**config.mk**
```make
export PLATFORM = sky130hd
export DESIGN_NAME = lcr_area_unit
export DESIGN_NICKNAME = d
export VERILOG_FILES = /design/src/rtl/largest_clean_rectangle_macros.svh /design/src/rtl/lcr_pkg.sv /design/src/rtl/lcr_area_unit.sv
export SDC_FILE = /design/constraint.sdc
export NUM_CORES = 1
export LEC_CHECK = 0
export ABC_CLOCK_PERIOD_IN_PS = 2950
export BUFFER_PORTS_ARGS = -buffer_cell sky130_fd_sc_hd__buf_2
export CAP_MARGIN = 15
export CELL_PAD_IN_SITES_DETAIL_PLACEMENT = 1
export CELL_PAD_IN_SITES_GLOBAL_PLACEMENT = 1
export CORE_MARGIN = 3
export CORE_UTILIZATION = 25
export CTS_BUF_LIST = sky130_fd_sc_hd__clkbuf_4
export DETAILED_ROUTE_END_ITERATION = 8
export GPL_ROUTABILITY_DRIVEN = 1
export GPL_TIMING_DRIVEN = 0
export HOLD_SLACK_MARGIN = 0.06
export PLACE_DENSITY_LB_ADDON = 0.12
export SETUP_SLACK_MARGIN = 0.02
export SYNTH_ARGS = -nofsm -noshare
export SYNTH_HDL_FRONTEND = slang
export SYNTH_SLANG_ARGS = --single-unit
export TNS_END_PERCENT = 5
```
**constraint.sdc**
```tcl
create_clock -name clk -period 2.95 [get_ports clk]
set_clock_uncertainty 0.05 [all_clocks]
set_input_delay 0.4425 -clock clk [delete_from_list [all_inputs] [get_ports clk]]
set_output_delay 0.4425 -clock clk [all_outputs]
set_load 0.01 [all_outputs]
```
**src/rtl/largest_clean_rectangle_macros.svh**
```systemverilog
// ----------------------------------------------------------------------------
// largest_clean_rectangle assertion macros
// Shared concurrent assertion wrappers for the rectangle search block.
// ----------------------------------------------------------------------------
`ifndef LARGEST_CLEAN_RECTANGLE_MACROS_SVH
`define LARGEST_CLEAN_RECTANGLE_MACROS_SVH

// checked outside reset only
`define LCR_ASSERT(lbl, clk, rst_n, prop, msg) \
	lbl: assert property (@(posedge clk) disable iff (!rst_n) prop) else $error(msg);

// checked on every edge, reset included
`define LCR_ASSERT_ALWAYS(lbl, clk, prop, msg) \
	lbl: assert property (@(posedge clk) prop) else $error(msg);

`endif

```
**src/rtl/lcr_pkg.sv**
```systemverilog
// ----------------------------------------------------------------------------
// lcr_pkg
// Types and constants shared by the rectangle search block.
// ----------------------------------------------------------------------------
package lcr_pkg;

	localparam int MAX_COLS_DEF = 1024;
	localparam int MAX_ROWS_DEF = 1024;

	localparam int CFG_W  = 11;
	localparam int AREA_W = 21;
	localparam int IN_TDATA_W  = 8;
	localparam int OUT_TDATA_W = 24;

	localparam logic [CFG_W-1:0]  COLS_RESET = 11'd1024;
	localparam logic [AREA_W-1:0] AREA_MAX   = {AREA_W{1'b1}};

	typedef enum logic [3:0] {
		ST_IDLE,
		ST_RD,
		ST_HGT,
		ST_CMP,
		ST_POP,
		ST_NEXT,
		ST_PUSH,
		ST_DONE,
		ST_OUT
	} state_t;

	typedef enum logic [1:0] {
		PH_PRE,
		PH_TILE,
		PH_POST
	} phase_t;

	typedef struct packed {
		logic note;
		logic clear;
	} area_ctl_t;

	typedef struct packed {
		logic rd;
		logic wr;
		logic clear;
	} col_ctl_t;

	typedef struct packed {
		logic we;
		logic re;
	} stk_ctl_t;

endpackage

```
**src/rtl/lcr_area_unit.sv**
```systemverilog
// ----------------------------------------------------------------------------
// lcr_area_unit
// Shared multiplier for bar area, saturation and running maximum.
// ----------------------------------------------------------------------------
module lcr_area_unit #(
	parameter int MAX_COLS = lcr_pkg::MAX_COLS_DEF,
	parameter int MAX_ROWS = lcr_pkg::MAX_ROWS_DEF
) (
	input  logic                      clk,
	input  logic                      arst_n,
	input  lcr_pkg::area_ctl_t        ctl,
	input  logic [$clog2(MAX_ROWS+1)-1:0] h,
	input  logic [$clog2(MAX_COLS+1)-1:0] span,
	output logic [lcr_pkg::AREA_W-1:0] best
);

	localparam int HW  = $clog2(MAX_ROWS + 1);
	localparam int PW  = $clog2(MAX_COLS + 1);
	localparam int PRW = HW + PW;
	localparam int EW  = (PRW > lcr_pkg::AREA_W) ? PRW : lcr_pkg::AREA_W;
	localparam logic [EW-1:0] LIM = EW'(lcr_pkg::AREA_MAX);

	logic [PRW-1:0]             prod_s1;
	logic                       pend_s1;
	logic [EW-1:0]              prod_x;
	logic [lcr_pkg::AREA_W-1:0] sat;
	logic [lcr_pkg::AREA_W-1:0] best_q;

	always_ff @(posedge clk) begin
		prod_s1 <= PRW'(h) * PRW'(span);
	end

	always_ff @(posedge clk or negedge arst_n) begin
		if (!arst_n) begin
			pend_s1 <= 1'b0;
		end else begin
			pend_s1 <= ctl.note;
		end
	end

	assign prod_x = EW'(prod_s1);
	assign sat    = (prod_x > LIM) ? lcr_pkg::AREA_MAX : prod_x[lcr_pkg::AREA_W-1:0];

	always_ff @(posedge clk or negedge arst_n) begin
		if (!arst_n) begin
			best_q <= '0;
		end else if (ctl.clear) begin
			best_q <= '0;
		end else if (pend_s1 && (sat > best_q)) begin
			best_q <= sat;
		end
	end

	assign best = best_q;

endmodule

```
==> results of run 1 <==
[final cells by class]
type | instances | area [sq um]
sequential | 44 | 991.0
clock buffer | 6 | 45.04
tap | 319 | 399.1
timing repair buffer | 80 | 570.5
fill | 2759 | 15880
antenna | 1 | 2.502
clock inverter | 2 | 60.06
inverter | 148 | 555.5
buffer | 30 | 395.4
multi-input combinational | 467 | 4718
[flip-flops by register name, indices dropped and copies added, names as in the netlist]
signal,flops
prod_s1,22
best,21
pend_s1,1
[metrics by stage]
stage / worst slack (ns) / instance area [sq um] / power, mW / TNS (ns)
after global placement: -2.283 / 6924 / 6.133 / -34.27
after detailed placement: -2.327 / 6924 / 6.195 / -35.37
after floorplan: -1.714 / 6295 / 4.899 / -22.87
final: -1.666 / 7737 / 7.546 / -21.29
after CTS: -1.723 / 7345 / 7.195 / -21.80
after global routing: -1.820 / 7737 / 8.476 / -27.38
[kinds of logic (layout without fill, tap and decap cells)]
kind of cell,after synthesis,after routing,synth area share
buffers and inverters,178,266,0.1134
flip-flops,44,44,0.1639
XOR/XNOR,16,16,0.02318
adder cells (fa/ha/maj),161,161,0.4325
AND/OR/NAND/NOR,199,199,0.1606
other,0,1,0
multiplexers,1,1,0.001862
AO/OA/AOI/OAI,90,90,0.1045
[worst reg2reg max path, stage by stage, from the launching register on]
cell       delay (ns)
dfxtp_1          0.37
clkbuf_4         0.21
nor2_1           0.22
inv_1            0.07
ha_1             0.27
nand4_1          0.17
or4_4            0.54
o31a_1           0.35
or2_0            0.23
o31ai_2          0.10
buf_6            0.21
o2bb2ai_1        0.13
[how the worst min path moves through the flow]
stage	from	end	depth (start not counted)
2_1_floorplan	arst_n	best[0]$_DFFE_PN0P_	0
3_3_place_gp	arst_n	best[15]$_DFFE_PN0P_	1
3_5_place_dp	arst_n	best[14]$_DFFE_PN0P_	1
4_1_cts	ctl[1]	pend_s1$_DFF_PN0_	1
5_1_grt	ctl[1]	pend_s1$_DFF_PN0_	1
6_report	ctl[1]	pend_s1$_DFF_PN0_	1
[cell usage in the layout, fill, tap and decap left out, drive strengths merged, types with 6 or more instances in the layout]
master | netlist | routed
inv | 148 | 148
buf | 6 | 91
ha | 81 | 81
fa | 80 | 80
nand2 | 72 | 72
and2 | 70 | 70
nor2 | 32 | 32
a21oi | 24 | 24
clkbuf | 24 | 24
dfrtp | 22 | 22
dfxtp | 22 | 22
o2bb2ai | 20 | 20
o21ai | 12 | 12
xnor2 | 10 | 10
nand3 | 6 | 6
a21o | 6 | 6
nor3 | 6 | 6
xor2 | 6 | 6
[timing repair]
action,in CTS,in global routing
hold buffers,1,0
buffers inserted,8,21
setup endpoints to repair,39,38
gates cloned,1,3
endpoints found under the hold margin,22,0
resized for setup,46,58
pin swaps,40,43
[report_power, final]
part	internal, mW	switching [mW]	total [mW]
registers	0.867	0.118	0.986
clock network	0.274	0.210	0.484
logic	2.84	3.24	6.08
[routing by layer]
metal / global-route usage / up-vias / share of wire
met1: 0.1766 / 2370 / 0.49
met4: 0.02268 / 0 / 0.0075
met3: 0.008720 / 9 / 0.019
met2: 0.2199 / 52 / 0.48
met5: 0 / - / 0
li1: - / 2328 / -
==> results by stage, run 1 <==
Status:
- The run finished, with violations left.
- The checks that failed: negative setup slack.

Logic synthesis:
- The cell area that synthesis handed to floorplanning was slightly above 0.006 sq mm.
- In the post-synthesis netlist, the cell with the most instances is inv_1.
- Sorting the synthesized cells by area gives the leading types as fa_1 26%, ha_1 17%, inv_1 9.2%.
- Of the synthesized area, sequential elements account for 0.1639.
- Each instance of the synthesized netlist takes up on average 8.775 sq um.
- The dominant register cell in the synthesized netlist is dfxtp_1.
- The unique cell type count in the Yosys netlist is 46.
- The share of synthesized area in the top cell type comes to 0.2649.
- The gate count of the mapped netlist is 689.
- Yosys printed 0 warnings.
- The share of async-settable or async-resettable flops after synthesis is 0.5000.
- The number of synthesized register bits is 44.
- The synthesized design contains 0 enable-type register cells.
- The net count of the mapped netlist is about 880.
- In the synthesized netlist, the cells that appear most often are 148 x inv_1, 81 x ha_1, 80 x fa_1, 72 x nand2_1, 70 x and2_1.
- The library cell occupying the most area in the post-synthesis netlist is fa_1.

Min path:
- The tightest min-delay check is of the in2reg type.

Job:
- The tool flagged a number of max-cap violations equal to 0.

Drt:
- The total detailed-routing wirelength is 16.69 mm.
- The routed via count divided by cell count is 4.338.
- The post-detailed-route wirelength per cell is around 15 microns.
- The number of iterations in the first detailed-routing pass is 4.
- The via count of the routed design is 4,759.
- In the routed design, unresolved DRC markers number 0.
- The count of nets left with antenna violations after detail routing is 0.
- The first-iteration detailed-routing DRC count is around 140.

STA:
- The slew at the pin closest to its max-slew limit is between 0.5 and 0.6 ns.
- The final-report hold violation count is 0.
- The number of pins with negative max-slew slack in the final report is 0.
- Based on the critical path, the design can be clocked at up to roughly 0.22 GHz.
- The total setup violations reported at the end of the flow is 23.
- Setup repair after global routing could not meet its margin everywhere.
- The smallest clock period supported by the final layout is computed as 4.616 ns.
- The final worst slack is -1.666 ns.
- On the final layout, the worst hold slack is 0.1137 ns.
- Headroom to the max-slew limit came out at 0.6437.
- The period utilization is 1.565.

Floorplan:
- The chip height is 161.5 microns.
- The die footprint is 0.02609 sq mm.
- The I/O pin count is 47.
- The row count is 56.
- The die span in x is 161.5 microns.
- In this run the standard cell core region covers ~0.024 sq mm.
- The starting density of the core is 0.2560.

Critical path:
- The sum of buffers and inverters on the critical path is 4.
- Counting buffers and inverters, the worst setup path is 17 cells deep.
- The cell with the largest stage delay on the worst path is fa_1.
- In this run the worst setup path begins at span[8].
- The endpoint of the worst-slack reg-to-reg timing path is best[8]$_DFFE_PN0P_.
- Along the worst path, the maximum fanout reaches 10.
- The worst register-to-register path begins at prod_s1[21]$_DFF_P_.
- The worst setup path is launched from an input pin.
- The endpoint required time on the critical path is 3.16 ns.
- In this design, the largest share of critical-path delay is due to adder cells.
- Counting cells, the worst reg-to-reg path comes to 11.
- For flop-to-flop paths, the worst setup slack is -0.03 ns.
- The worst setup path category is in2reg.
- The endpoint arrival time on the critical path is 4.83 ns.
- The critical path goes through buf_2 > clkbuf_8 > and2_4 > fa_1 > fa_1 > fa_1 > fa_1 > inv_1 > fa_1 > inv_2 > ha_4 > and3_4 > and2_4 > o211ai_1 > a21oi_2 > o21ai_1 > a211o_1.
- The kind of end point of the critical path is a flip-flop.
- Following the worst setup path forward leads to its endpoint at prod_s1[21]$_DFF_P_.
- The critical path's largest stage delay is 0.55 ns.
- In this design, the critical path's most frequently occurring cell is fa_1.

Placement:
- The number of placed instances, taps included, is ~1,100.
- The half-perimeter wire length after detailed placement is approximately 13 mm.
- The global placement routability congestion is 0.7544.
- The count of input and output buffers is 46.

CTS:
- For this design, the sink count on the clock tree is 44.
- The clock insertion delay at the later pin of the skew report is 0.37 ns.
- The CTS buffer count is 5.
- The H-tree generated during clock tree synthesis spans 2 levels.
- The cell sitting at the root of the clock tree is a clkbuf_4.
- The maximum clock path buffer count is 2.
- Clock-pin slew was measured on the worst setup and hold paths at approximately 0.14 ns.
- The TritonCTS clock tree is done.

Global routing:
- The residual overflow from global routing is 0.
- The maximum number of pins on one net before global-route repair is 23.
- The number of global-route vias before repair came to 5,215.
- The overall track demand over capacity in global routing is 0.1271.
- The number of antenna violations at the first check in global routing is 1.
- The first global-routing pass estimated 27.11 mm of wire.

Layout:
- For this run, the number of standard cells in the final layout without fillers is 1,097.
- The area growth from synthesis to layout is 27.98%.
- Of the cells placed in the final design, the portion with a size suffix greater than 1 is 0.2355.
- At the end of the flow, the number of nets in the layout was 963.
- At the end of the flow the core is filled with cells to 0.3277.

Power:
- The worst voltage drop across the vdd grid is 354.8 uV.
- The leakage power total is ~3.8 nW.
- Dividing total power by cell area gives a power density of 975.3 mW/mm^2.
(Power assumes the default switching activity.)
==> run 2: changes to the inputs <==
--- a/config.mk
+++ b/config.mk
@@ -18,7 +18,7 @@
 export GPL_TIMING_DRIVEN = 0
 export HOLD_SLACK_MARGIN = 0.06
 export PLACE_DENSITY_LB_ADDON = 0.12
-export SETUP_SLACK_MARGIN = 0.02
+export SETUP_SLACK_MARGIN = 0.2
 export SYNTH_ARGS = -nofsm -noshare
 export SYNTH_HDL_FRONTEND = slang
 export SYNTH_SLANG_ARGS = --single-unit
==> run 2 against run 1 <==
The flow still finishes with violations (negative setup slack). Fmax about the same. Cell count unchanged. Utilization down 0.053 points. Sequential power hardly changed. Hold slack better by 0.0017 ns. Sequential share of layout area about the same. Critical path depth stayed put. Global-route usage about the same. Worst setup slack worse by 0.0044 ns. Largest power group unchanged. Highest routed layer unchanged.
==> results by stage, run 2 (synthesis gave the netlist of run 1 again) <==
Layout:
- The top cell types in the final layout, fill and taps aside, are 140 x inv_1, 75 x fa_1, 67 x ha_1, 63 x and2_1, 62 x nand2_1.
- Once layout is complete, the utilization of the core stands at 0.3272.
- The final layout contains 963 nets.
- Fill cells in the final layout number about 2,800.
- The most frequent standard cell in the layout excluding fill and tap cells is inv_1.
- Compared with the post-synthesis result, the final layout area differs by 27.77%.
- The register with the highest flop count is prod_s1.
- The number of flip-flops under the largest register name is 22.
- The fraction of final layout cells sized beyond drive strength 1 is 0.2342.

STA:
- The period utilization is 1.566.
- At the pin with the least slew margin, the transition time is 0.5339 ns.
- Setup violations remaining at the end of the flow were counted as 25.
- The final-layout worst hold slack is 0.1153 ns.
- The worst slew slack as a fraction of its limit is 0.6441.
- The upper clock frequency limit is 0.2164 GHz.
- The routed design could run at a clock period as short as 4.620 ns.
- The final-report hold violation count is 0.
- The number of pins with negative max-slew slack in the final report is 0.
- Setup repair after global routing could not meet its margin everywhere.
- In the final timing run, aggregate negative setup slack is -21.39 ns.
- The final worst slack is -1.670 ns.

Drt:
- The first-iteration detailed-routing DRC count is 130.
- Detailed routing inserted a total of 4,762 vias.
- For this block, the routed nets add up to 16.68 mm of wire.
- After detailed routing, the number of remaining DRC violations is 0.
- In this run the remaining antenna-violating nets after routing total 0.
- The post-detailed-route wirelength per cell is 15.20 microns.
- For this run, the detailed router's first-pass iteration total came to 4.
- Using the TritonRoute via totals, the vias-per-cell ratio works out to ~4.3.

Global routing:
- The maximum number of pins on one net before global-route repair is 23.
- The number of global-route vias before repair was about 5,200.
- The first global-routing pass estimated roughly 27 mm of wire.
- The number of antenna violations at the first check in global routing was 1.
- The residual overflow from global routing is 0.
- The overall track demand over capacity in global routing is 0.1270.

Floorplan:
- For this configuration, the core starts out at a cell density of 0.2560.
- The die covers 0.02609 sq mm.
- The chip height is between 150 and 200 microns.
- The area inside the core boundary is approximately 0.024 sq mm.
- The die is 161.5 microns wide.
- The row count is 56.
- For this design the top-level I/O count stands at between 40 and 50.

CTS:
- The clock drives 44 sinks.
- The root buffer selected by CTS is clkbuf_4.
- The number of H-tree levels is 2.
- The clock insertion delay at the later pin of the skew report is 0.37 ns.
- The clock passes through at most 2 buffers.
- Clock tree synthesis inserted a total of 5 buffers.
- After clock tree synthesis, the clock-pin slew on the worst setup and hold paths is about 0.14 ns.
- TritonCTS built the clock tree.

Critical path:
- The kind of end point of the critical path is a flip-flop.
- The endpoint of the worst-slack reg-to-reg timing path is best[8]$_DFFE_PN0P_.
- At the worst endpoint, the required time is approximately 3.2 ns.
- The worst setup path is launched from an input pin.
- The worst setup path category is in2reg.
- The reg-to-reg critical path startpoint is prod_s1[21]$_DFF_P_.
- The worst register-to-register path has a depth of 11.
- Along the worst path, the maximum fanout reaches 10.
- Across all register-to-register paths, the minimum setup slack is -0.03 ns.
- STA puts the critical path data arrival time at between 4 and 5 ns.

Power:
- The leakage power total is roughly 3.8 nW.
- The worst-case IR drop observed on VDD is around 360 uV.
- The power density normalized to cell area is 976.0 mW/mm^2.

Status:
- The final reports fail on negative setup slack.
- The flow ran to the end, but the final reports show violations.

Placement:
- The half-perimeter wire length after detailed placement is 13.22 mm.
- The global placement routability congestion is between 0.7 and 0.8.
- Input and output buffers added on the ports amount to 46.
- OpenSTA, run right after detailed placement, puts the worst setup slack at -2.327 ns.

Min path:
- The worst hold path startpoint is ctl[1].
- The terminating pin of the worst hold path is pend_s1$_DFF_PN0_.
- The worst hold path cell count is 1.
- The worst hold-check path type is in2reg.

Job:
- The number of max-cap violations is 0.
[run 2: cell counts in the layout (fill, tap and decap cells not counted)]
No cell type changed its count.
[run 2: how the worst max path moves through the flow]
stage,end,start
after floorplan,prod_s1[21]$_DFF_P_,span[5]
after global placement,prod_s1[21]$_DFF_P_,span[6]
after detailed placement,prod_s1[20]$_DFF_P_,span[10]
after CTS,prod_s1[21]$_DFF_P_,h[3]
after global routing,prod_s1[21]$_DFF_P_,h[3]
final,prod_s1[21]$_DFF_P_,span[8]
[run 2: through the flow]
step	power, mW	cells	instance area, sq um
6_report	7.539	1097	7725
3_5_place_dp	6.195	1054	6924
3_3_place_gp	6.133	1054	6924
5_1_grt	8.474	1097	7725
2_1_floorplan	4.899	689	6295
4_1_cts	7.199	1072	7357
[run 2: report_power, final]
part           internal [mW]  switching [mW]
Combinational           2.83            3.24
Clock                  0.274           0.209
Sequential             0.867           0.118
[run 2: layout make-up]
class	instances	area [sq um]	share of cell area
sequential	44	991.0	0.1283
inverter	148	555.5	0.07191
multi-input combinational	467	4706	0.6092
timing repair buffer	80	570.5	0.07386
buffer	30	395.4	0.05118
clock buffer	6	45.04	0.005831
tap	319	399.1	0.05167
clock inverter	2	60.06	0.007775
antenna	1	2.502	0.0003239
[run 2: critical path, stage by stage]
cell and delay (ns):
buf_2 0.11, clkbuf_8 0.16, and2_4 0.15, fa_1 0.52
fa_1 0.55, fa_1 0.43, fa_1 0.49, inv_1 0.05
fa_1 0.49, inv_2 0.05, ha_4 0.27, and3_4 0.20
and2_4 0.15, o211ai_1 0.14, a21oi_2 0.25, o21ai_1 0.10
a211o_1 0.28
[run 2: what timing repair did]
item                                   CTS  global route
endpoints found under the hold margin   22             0
cloned                                   1             3
resized for setup                       47            56
setup endpoints to repair               39            39
pin swaps                               41            41
hold buffers                             1             0
setup buffers                            8            21
[run 2: layer usage]
layer / global-route usage / share of wire / vias to the layer above
met1: 0.1766 / 0.49 / 2371
met5: 0 / 0 / -
met4: 0.02268 / 0.0076 / 0
li1: - / - / 2330
met3: 0.008720 / 0.019 / 9
met2: 0.2197 / 0.48 / 52
